==> src/design/assert_macros.svh <==
// ----------------------------------------------------------------------------
// assert_macros.svh
// Assertion macros for the GF(2^m) pentanomial multiplier.
// Define NO_ASSERTIONS to compile them away.
// ----------------------------------------------------------------------------
`ifndef ASSERT_MACROS_SVH
`define ASSERT_MACROS_SVH

`ifndef NO_ASSERTIONS

// Same-cycle implication, disabled during reset
`define ASSERT_IMPLIES(label, clk, rst, ante, cons) \
  label: assert property (@(posedge clk) disable iff (rst) (ante) |-> (cons)) \
    else $error("assertion failed: same-cycle implication");

// Next-cycle implication, disabled during reset
`define ASSERT_NEXT(label, clk, rst, ante, cons) \
  label: assert property (@(posedge clk) disable iff (rst) (ante) |=> (cons)) \
    else $error("assertion failed: next-cycle implication");

`else

`define ASSERT_IMPLIES(label, clk, rst, ante, cons)
`define ASSERT_NEXT(label, clk, rst, ante, cons)

`endif

`endif

==> src/design/gf2mpm_pkg.sv <==
// ----------------------------------------------------------------------------
// gf2mpm_pkg
// Shared types and constants for the GF(2^m) pentanomial multiplier.
// ----------------------------------------------------------------------------
`timescale 1ns / 1ps

package gf2mpm_pkg;

  // Fixed field widths
  localparam int DATA_W   = 64;
  localparam int DEGREE_W = 7;
  localparam int TAP_W    = 6;

  // Register port geometry
  localparam int PDATA_W  = 32;
  localparam int PADDR_W  = 4;

  // Horner steps folded into one pipeline stage
  localparam int STEPS_PER_STAGE = 8;

  // Register reset values
  localparam logic [DEGREE_W-1:0] DEGREE_RESET   = 7'd6;
  localparam logic [TAP_W-1:0]    TAP_HIGH_RESET = 6'd4;
  localparam logic [TAP_W-1:0]    TAP_MID_RESET  = 6'd3;
  localparam logic [TAP_W-1:0]    TAP_LOW_RESET  = 6'd1;

  // Register map, word index
  typedef enum logic [1:0] {
    REG_FIELD_DEGREE = 2'd0,
    REG_TAP_HIGH     = 2'd1,
    REG_TAP_MID      = 2'd2,
    REG_TAP_LOW      = 2'd3
  } cfg_reg_t;

endpackage

==> src/design/gf2mpm_stage.sv <==
// ----------------------------------------------------------------------------
// gf2mpm_stage
// One pipeline stage of the multiplier: a group of Horner shift-reduce-add
// steps on a left-aligned accumulator, with its own valid and hand-back.
// ----------------------------------------------------------------------------
`timescale 1ns / 1ps

module gf2mpm_stage
  import gf2mpm_pkg::*;
#(
  parameter int W  = 64,
  parameter int AW = 64
) (
  input  logic          clk,
  input  logic          rst,
  input  logic          up_valid,
  output logic          up_ready,
  input  logic [W-1:0]  s_in,
  input  logic [AW-1:0] a_in,
  input  logic [W-1:0]  b_in,
  input  logic [W-1:0]  poly,
  output logic          down_valid,
  input  logic          down_ready,
  output logic [W-1:0]  s_out,
  output logic [AW-1:0] a_out,
  output logic [W-1:0]  b_out
);

  logic [W-1:0] acc;
  logic         carry;

  // Shift, reduce on the top bit, add b for each bit of a, high bit first
  always_comb begin
    acc   = s_in;
    carry = 1'b0;
    for (int j = 0; j < STEPS_PER_STAGE; j++) begin
      carry = acc[W-1];
      acc   = acc << 1;
      if (carry) begin
        acc = acc ^ poly;
      end
      if (a_in[AW-1-j]) begin
        acc = acc ^ b_in;
      end
    end
  end

  // Take a new transfer when empty or when the next stage moves
  assign up_ready = !down_valid || down_ready;

  // Hold valid under reset
  always_ff @(posedge clk) begin
    if (rst) begin
      down_valid <= 1'b0;
    end else if (up_ready) begin
      down_valid <= up_valid;
    end
  end

  // Advance the payload, dropping the consumed bits of a
  always_ff @(posedge clk) begin
    if (up_ready) begin
      s_out <= acc;
      a_out <= a_in << STEPS_PER_STAGE;
      b_out <= b_in;
    end
  end

endmodule
==> config.mk <==
export PLATFORM = sky130hd
export DESIGN_NAME = gf2mpm_stage
export DESIGN_NICKNAME = d
export VERILOG_FILES = /design/src/design/assert_macros.svh /design/src/design/gf2mpm_pkg.sv /design/src/design/gf2mpm_stage.sv
export SDC_FILE = /design/constraint.sdc
export NUM_CORES = 1
export LEC_CHECK = 0
export BUFFER_PORTS_ARGS = -buffer_cell sky130_fd_sc_hd__buf_2
export CAP_MARGIN = 20
export CORE_ASPECT_RATIO = 2
export CORE_UTILIZATION = 48
export CTS_BUF_LIST = sky130_fd_sc_hd__clkbuf_8
export DETAILED_ROUTE_END_ITERATION = 10
export PLACE_DENSITY = 0.73
export SLEW_MARGIN = 20
export SYNTH_ARGS = -nofsm -noshare
export SYNTH_HDL_FRONTEND = slang
export SYNTH_SLANG_ARGS = --single-unit
export TNS_END_PERCENT = 5
==> constraint.sdc <==
create_clock -name clk -period 10.55 [get_ports clk]
set_clock_uncertainty 0.05 [all_clocks]
set_input_delay 2.11 -clock clk [delete_from_list [all_inputs] [get_ports clk]]
set_output_delay 2.11 -clock clk [all_outputs]
set_load 0.05 [all_outputs]
== After elaboration in Yosys (flattened, before gate mapping) ==
Cells that the tools add are included.

* Muxes and demuxes: 16
* Bitwise gates (word level): 16
* Reduce and logical (&&, ||, !) cells: 2

{| class="wikitable"
|+ Operators with widths
! operator !! number
|-
| two-way mux 64 bit || 16
|-
| XOR 64 bit || 16
|-
| logical NOT 1 bit || 1
|-
| logical OR 1 bit || 1
|}

* Logic and storage cells: 38
* Register bits: 185
* Input bits: 260

== Logic depth before layout (Yosys ltp) ==
* Depth after elaboration: 32
* Mapped depth: 15
* Gate-level depth less buffers: 11

== Worst setup path before layout ==
Ideal clock, no wire load.

* Kind: input to output
* Start point: in down_ready
* End point: out up_ready
* Stages: 1
* Data required time: 8.390 ns
* Slack: 1.496 ns
* Arrival time: 6.894 ns
* Cell sequence: nand2b_1

* Word-level cells in the longest chain between the ends: 1

{| class="wikitable"
|+ RTL lines
! item !! line !! text
|-
| start: declaration || gf2mpm_stage.sv:23 || <nowiki>input logic down_ready,</nowiki>
|-
| logical OR 1 bit || gf2mpm_stage.sv:49 || <nowiki>assign up_ready = !down_valid || down_ready;</nowiki>
|-
| end: declaration || gf2mpm_stage.sv:17 || <nowiki>output logic up_ready,</nowiki>
|}

Every way passes these cells.

== Final worst setup path ==
* Start point: in s_in[63]
* End point: reg s_out[1] (data pin)

* Word-level cells in the longest chain between the ends: 30
* Elaborated cells on any way between the ends: 31

{| class="wikitable"
|+ RTL lines
! item !! line !! text
|-
| start: declaration || gf2mpm_stage.sv:18 || <nowiki>input logic [W-1:0] s_in,</nowiki>
|-
| two-way mux 64 bit * || gf2mpm_stage.sv:39 || <nowiki>if (carry) begin</nowiki>
|-
| XOR 64 bit || gf2mpm_stage.sv:43 || <nowiki>acc = acc ^ b_in;</nowiki>
|-
| two-way mux 64 bit * || gf2mpm_stage.sv:42 || <nowiki>if (a_in[AW-1-j]) begin</nowiki>
|-
| XOR 64 bit || gf2mpm_stage.sv:40 || <nowiki>acc = acc ^ poly;</nowiki>
|-
| two-way mux 64 bit * || gf2mpm_stage.sv:39 ||
|-
| XOR 64 bit || gf2mpm_stage.sv:43 ||
|-
| two-way mux 64 bit * || gf2mpm_stage.sv:42 ||
|-
| XOR 64 bit || gf2mpm_stage.sv:40 ||
|-
| (+15 left out) || - ||
|-
| two-way mux 64 bit * || gf2mpm_stage.sv:39 ||
|-
| XOR 64 bit / two-way mux 64 bit (equally long branches) || gf2mpm_stage.sv:43, gf2mpm_stage.sv:39 ||
|-
| two-way mux 64 bit * || gf2mpm_stage.sv:42 ||
|-
| XOR 64 bit / two-way mux 64 bit (equally long branches) || gf2mpm_stage.sv:40, gf2mpm_stage.sv:42 ||
|-
| two-way mux 64 bit * || gf2mpm_stage.sv:39 ||
|-
| XOR 64 bit || gf2mpm_stage.sv:43 ||
|-
| two-way mux 64 bit * || gf2mpm_stage.sv:42 ||
|-
| named net acc[1] || gf2mpm_stage.sv:29 || <nowiki>logic [W-1:0] acc;</nowiki>
|-
| end signal: assignment || gf2mpm_stage.sv:63 || <nowiki>s_out <= acc;</nowiki>
|-
| end: declaration || gf2mpm_stage.sv:24 || <nowiki>output logic [W-1:0] s_out,</nowiki>
|}

The timed path passes the listed nets; every way through them passes the cells marked *.
A chain may end at the register's enable or synchronous reset.

==> flow_metrics.py <==
metrics = {
    "drt": {
        "drc_errors": 0,
        "drt_first_iter_violations": 848,
        "post_drt_wl_per_cell_um": 17.4,
        "avgViaCountPerCell": 5.13,
        "drtAntennaViolNets": 0,
        "via_total_after_detailed_routing": 16564,
        "postRouteWirelength_mm": 56.1,
        "drtPass1Iterations": 5,
    },
    "floorplanning": {
        "rows": 105,
        "dieWidth_um": 146,
        "die_h_um": 290,
        "die_area_um2": 42400,
        "ios": 454,
        "initial_core_util_pct": 48.7,
        "core-area_um2": 41000,
    },
    "logic_synthesis": {
        "distinct_cell_type_count_of_the_synthesized_netlist": 35,
        "post-synth-top-area-fraction_pct": 30.3,
        "synth_async_sr_flop_share_pct": 0,
        "postSynthRegisterBits": 185,
        "synth_most_common_cell": "sky130_fd_sc_hd__nand2_1",
        "ys_warn_count": 0,
        "synth-main-ff-cell": "sky130_fd_sc_hd__edfxtp_1",
        "syn_area_um2": 19900,
        "synth_area_leader_cell": "sky130_fd_sc_hd__xnor2_1",
        "postSynthAreaPerCell_um2": 8.21,
        "synth_common_cells": "sky130_fd_sc_hd__nand2_1 (1,015), sky130_fd_sc_hd__xnor2_1 (689), sky130_fd_sc_hd__clkbuf_1 (184), sky130_fd_sc_hd__edfxtp_1 (184), sky130_fd_sc_hd__xor2_1 (184)",
        "synth_sequential_area_ratio_pct": 27.8,
        "synth.area.top_cells": "sky130_fd_sc_hd__xnor2_1 (30%), sky130_fd_sc_hd__edfxtp_1 (28%), sky130_fd_sc_hd__nand2_1 (19%), sky130_fd_sc_hd__xor2_1 (8.1%), sky130_fd_sc_hd__xnor3_1 (8.0%)",
        "syn-instance-count": 2428,
        "synth_edf_count": 184,
    },
    "layout": {
        "seqCellArea_um2": 5550,
        "finish.instance_area_um2": 22400,
        "multiInputGateArea_um2": 13400,
        "layout-drive-gt1-share_pct": 18.9,
        "flow.area_growth_from_synthesis_pct": 12.3,
        "fin_nets": 2936,
        "final.fill_count": 3806,
    },
    "cts": {
        "cts.sinks": 185,
        "numCtsBuffers": 17,
        "root_buffer": "sky130_fd_sc_hd__clkbuf_8",
        "cts_tree": "done",
        "h_tree_lvls": 4,
        "post_cts_buffers": 0,
        "clkLatencyLatePin_ps": 530,
        "cts.repair.resized": 0,
        "clk_pin_slew_worst_paths_ps": 110,
        "cts-root-to-sink-buffers": 2,
        "hold_buffers": 0,
    },
    "place": {
        "buffer_ports.inserted": 445,
        "postPlaceCellArea_um2": 22000,
        "detailed_place_hpwl_mm": 41.4,
        "gp_routability_congestion": 0.888,
    },
    "global_route": {
        "number_of_global_route_vias_before_repair": 16650,
        "grtUsageTotal_pct": 26.3,
        "grt_pass1_wl_mm": 86.9,
        "maximum_number_of_pins_on_one_net_before_global_route_repair": 68,
        "grt_overflow_total": 0,
        "antenna_found_initial": 7,
    },
    "critical_path": {
        "critPathKind": "in2reg",
        "timing.critical_path.fanout_max": 67,
        "crit_start_category": "primary input",
        "worstPathRequired_ps": 10780,
        "setup.worst_path.end_class": "flip-flop",
        "timing.critical_path.arrival_ps": 8050,
    },
    "timing": {
        "slew_viols_final": 0,
        "timing.final.crit_period_ps": 7820,
        "grt_setup_unrepaired": "false",
        "slew_headroom_pct": 37.7,
        "tightest_slew_ps": 933,
        "max_freq_mhz": 128,
        "layout_worst_path_cycle_share_pct": 74.1,
        "report.final.setup_viol": 0,
        "hold_viol_final": 0,
        "setup-tns-final_ps": 0,
    },
    "worst_hold_path": {
        "hp_class": "reg2reg",
    },
    "power": {
        "report.power.total_mw": 7.76,
        "static-leakage-power_nw": 9.59,
        "cellPowerDensity_nw_per_um2": 346,
        "power.ir.vdd_worst_uv": 274,
    },
    "run_status": {
        "run_status": "complete, no violations",
    },
    "run": {
        "max_cap_viol_count": 0,
    },
}
layer usage:
layer	track usage (%)	share of wire, %	vias to the layer above
met2	50.4	55	666
met4	17.8	6.0	4
met3	3.01	4.8	204
li1	-	-	7838
met5	0	0.037	-
met1	25.9	34	7852
placed cells by master, fill, tap and decap left out, drive strengths merged, types with 5 or more instances in the layout:
| master | count |
|---|---|
| buf | 465 |
| clkbuf | 17 |
| clkinv | 6 |
| conb | 8 |
| diode | 5 |
| edfxtp | 184 |
| inv | 9 |
| nand2 | 1015 |
| xnor2 | 692 |
| xnor3 | 71 |
| xor2 | 185 |
sequential cells by signal, indices dropped and copies added (netlist names):
name and count:
a_out 56, b_out 64, s_out 64, down_valid 1
cell families after synthesis:
logic type      count (synthesis)  synth area share, %
simple gates                 1033                 19.6
xor+xnor                      949                 46.9
buf+inv                       246                 5.12
flops                         185                 27.8
compound gates                 10                0.339
mux                             4                0.207
other cells                     1               0.0188
path summary, 6_finish.rpt:
kind,slack (ps),cells past startpoint,startpoint,to
max,2730,16,s_in[63],s_out[1]
min,720,2,down_valid,down_valid
max reg2reg,8070,3,down_valid,a_out[54]
min reg2reg,720,2,down_valid,down_valid
report_power, final:
part	internal [mW]	total (mW)	switching (mW)	leakage, nW
clock network	0.167	0.474	0.307	0.172
registers	1.31	1.36	0.0564	1.92
logic	2.93	5.92	2.99	7.50
total	4.40	7.76	3.35	9.59
worst max-delay path, cell delays in order:
cell                      delay (ps)
sky130_fd_sc_hd__buf_2            70
sky130_fd_sc_hd__buf_4           630
sky130_fd_sc_hd__nand2_1         130
sky130_fd_sc_hd__xnor3_2         240
sky130_fd_sc_hd__buf_4           590
sky130_fd_sc_hd__nand2_1         200
sky130_fd_sc_hd__xnor2_2         270
sky130_fd_sc_hd__xnor2_4         780
sky130_fd_sc_hd__buf_4           490
sky130_fd_sc_hd__xnor2_2         210
sky130_fd_sc_hd__a21oi_1         160
sky130_fd_sc_hd__o22ai_2         300
sky130_fd_sc_hd__xor2_4          770
sky130_fd_sc_hd__buf_4           500
sky130_fd_sc_hd__nand2_1         110
sky130_fd_sc_hd__xnor3_1         380
through the flow:
step,setup WS [ps],hold WS (ps),std cells,util (%)
finish,2730,720,3229,54.6
global placement,2470,666,3192,53.8
floorplan,1500,2130,2435,-
CTS,2740,731,3224,54.6
detailed placement,2180,723,3192,53.8
global route,2410,796,3228,54.6
final cells by class:
cell class                      count  share of cell area [%]
Multi-Input combinational cell   2004                    60.0
Sequential cell                   185                    24.8
Timing Repair Buffer              465                    10.6
Tap cell                          535                    2.99
Clock buffer                       17                    1.04
Clock inverter                     15                   0.514
Antenna cell                        5                  0.0559
Inverter                            3                  0.0503
(Power assumes the default switching activity.)
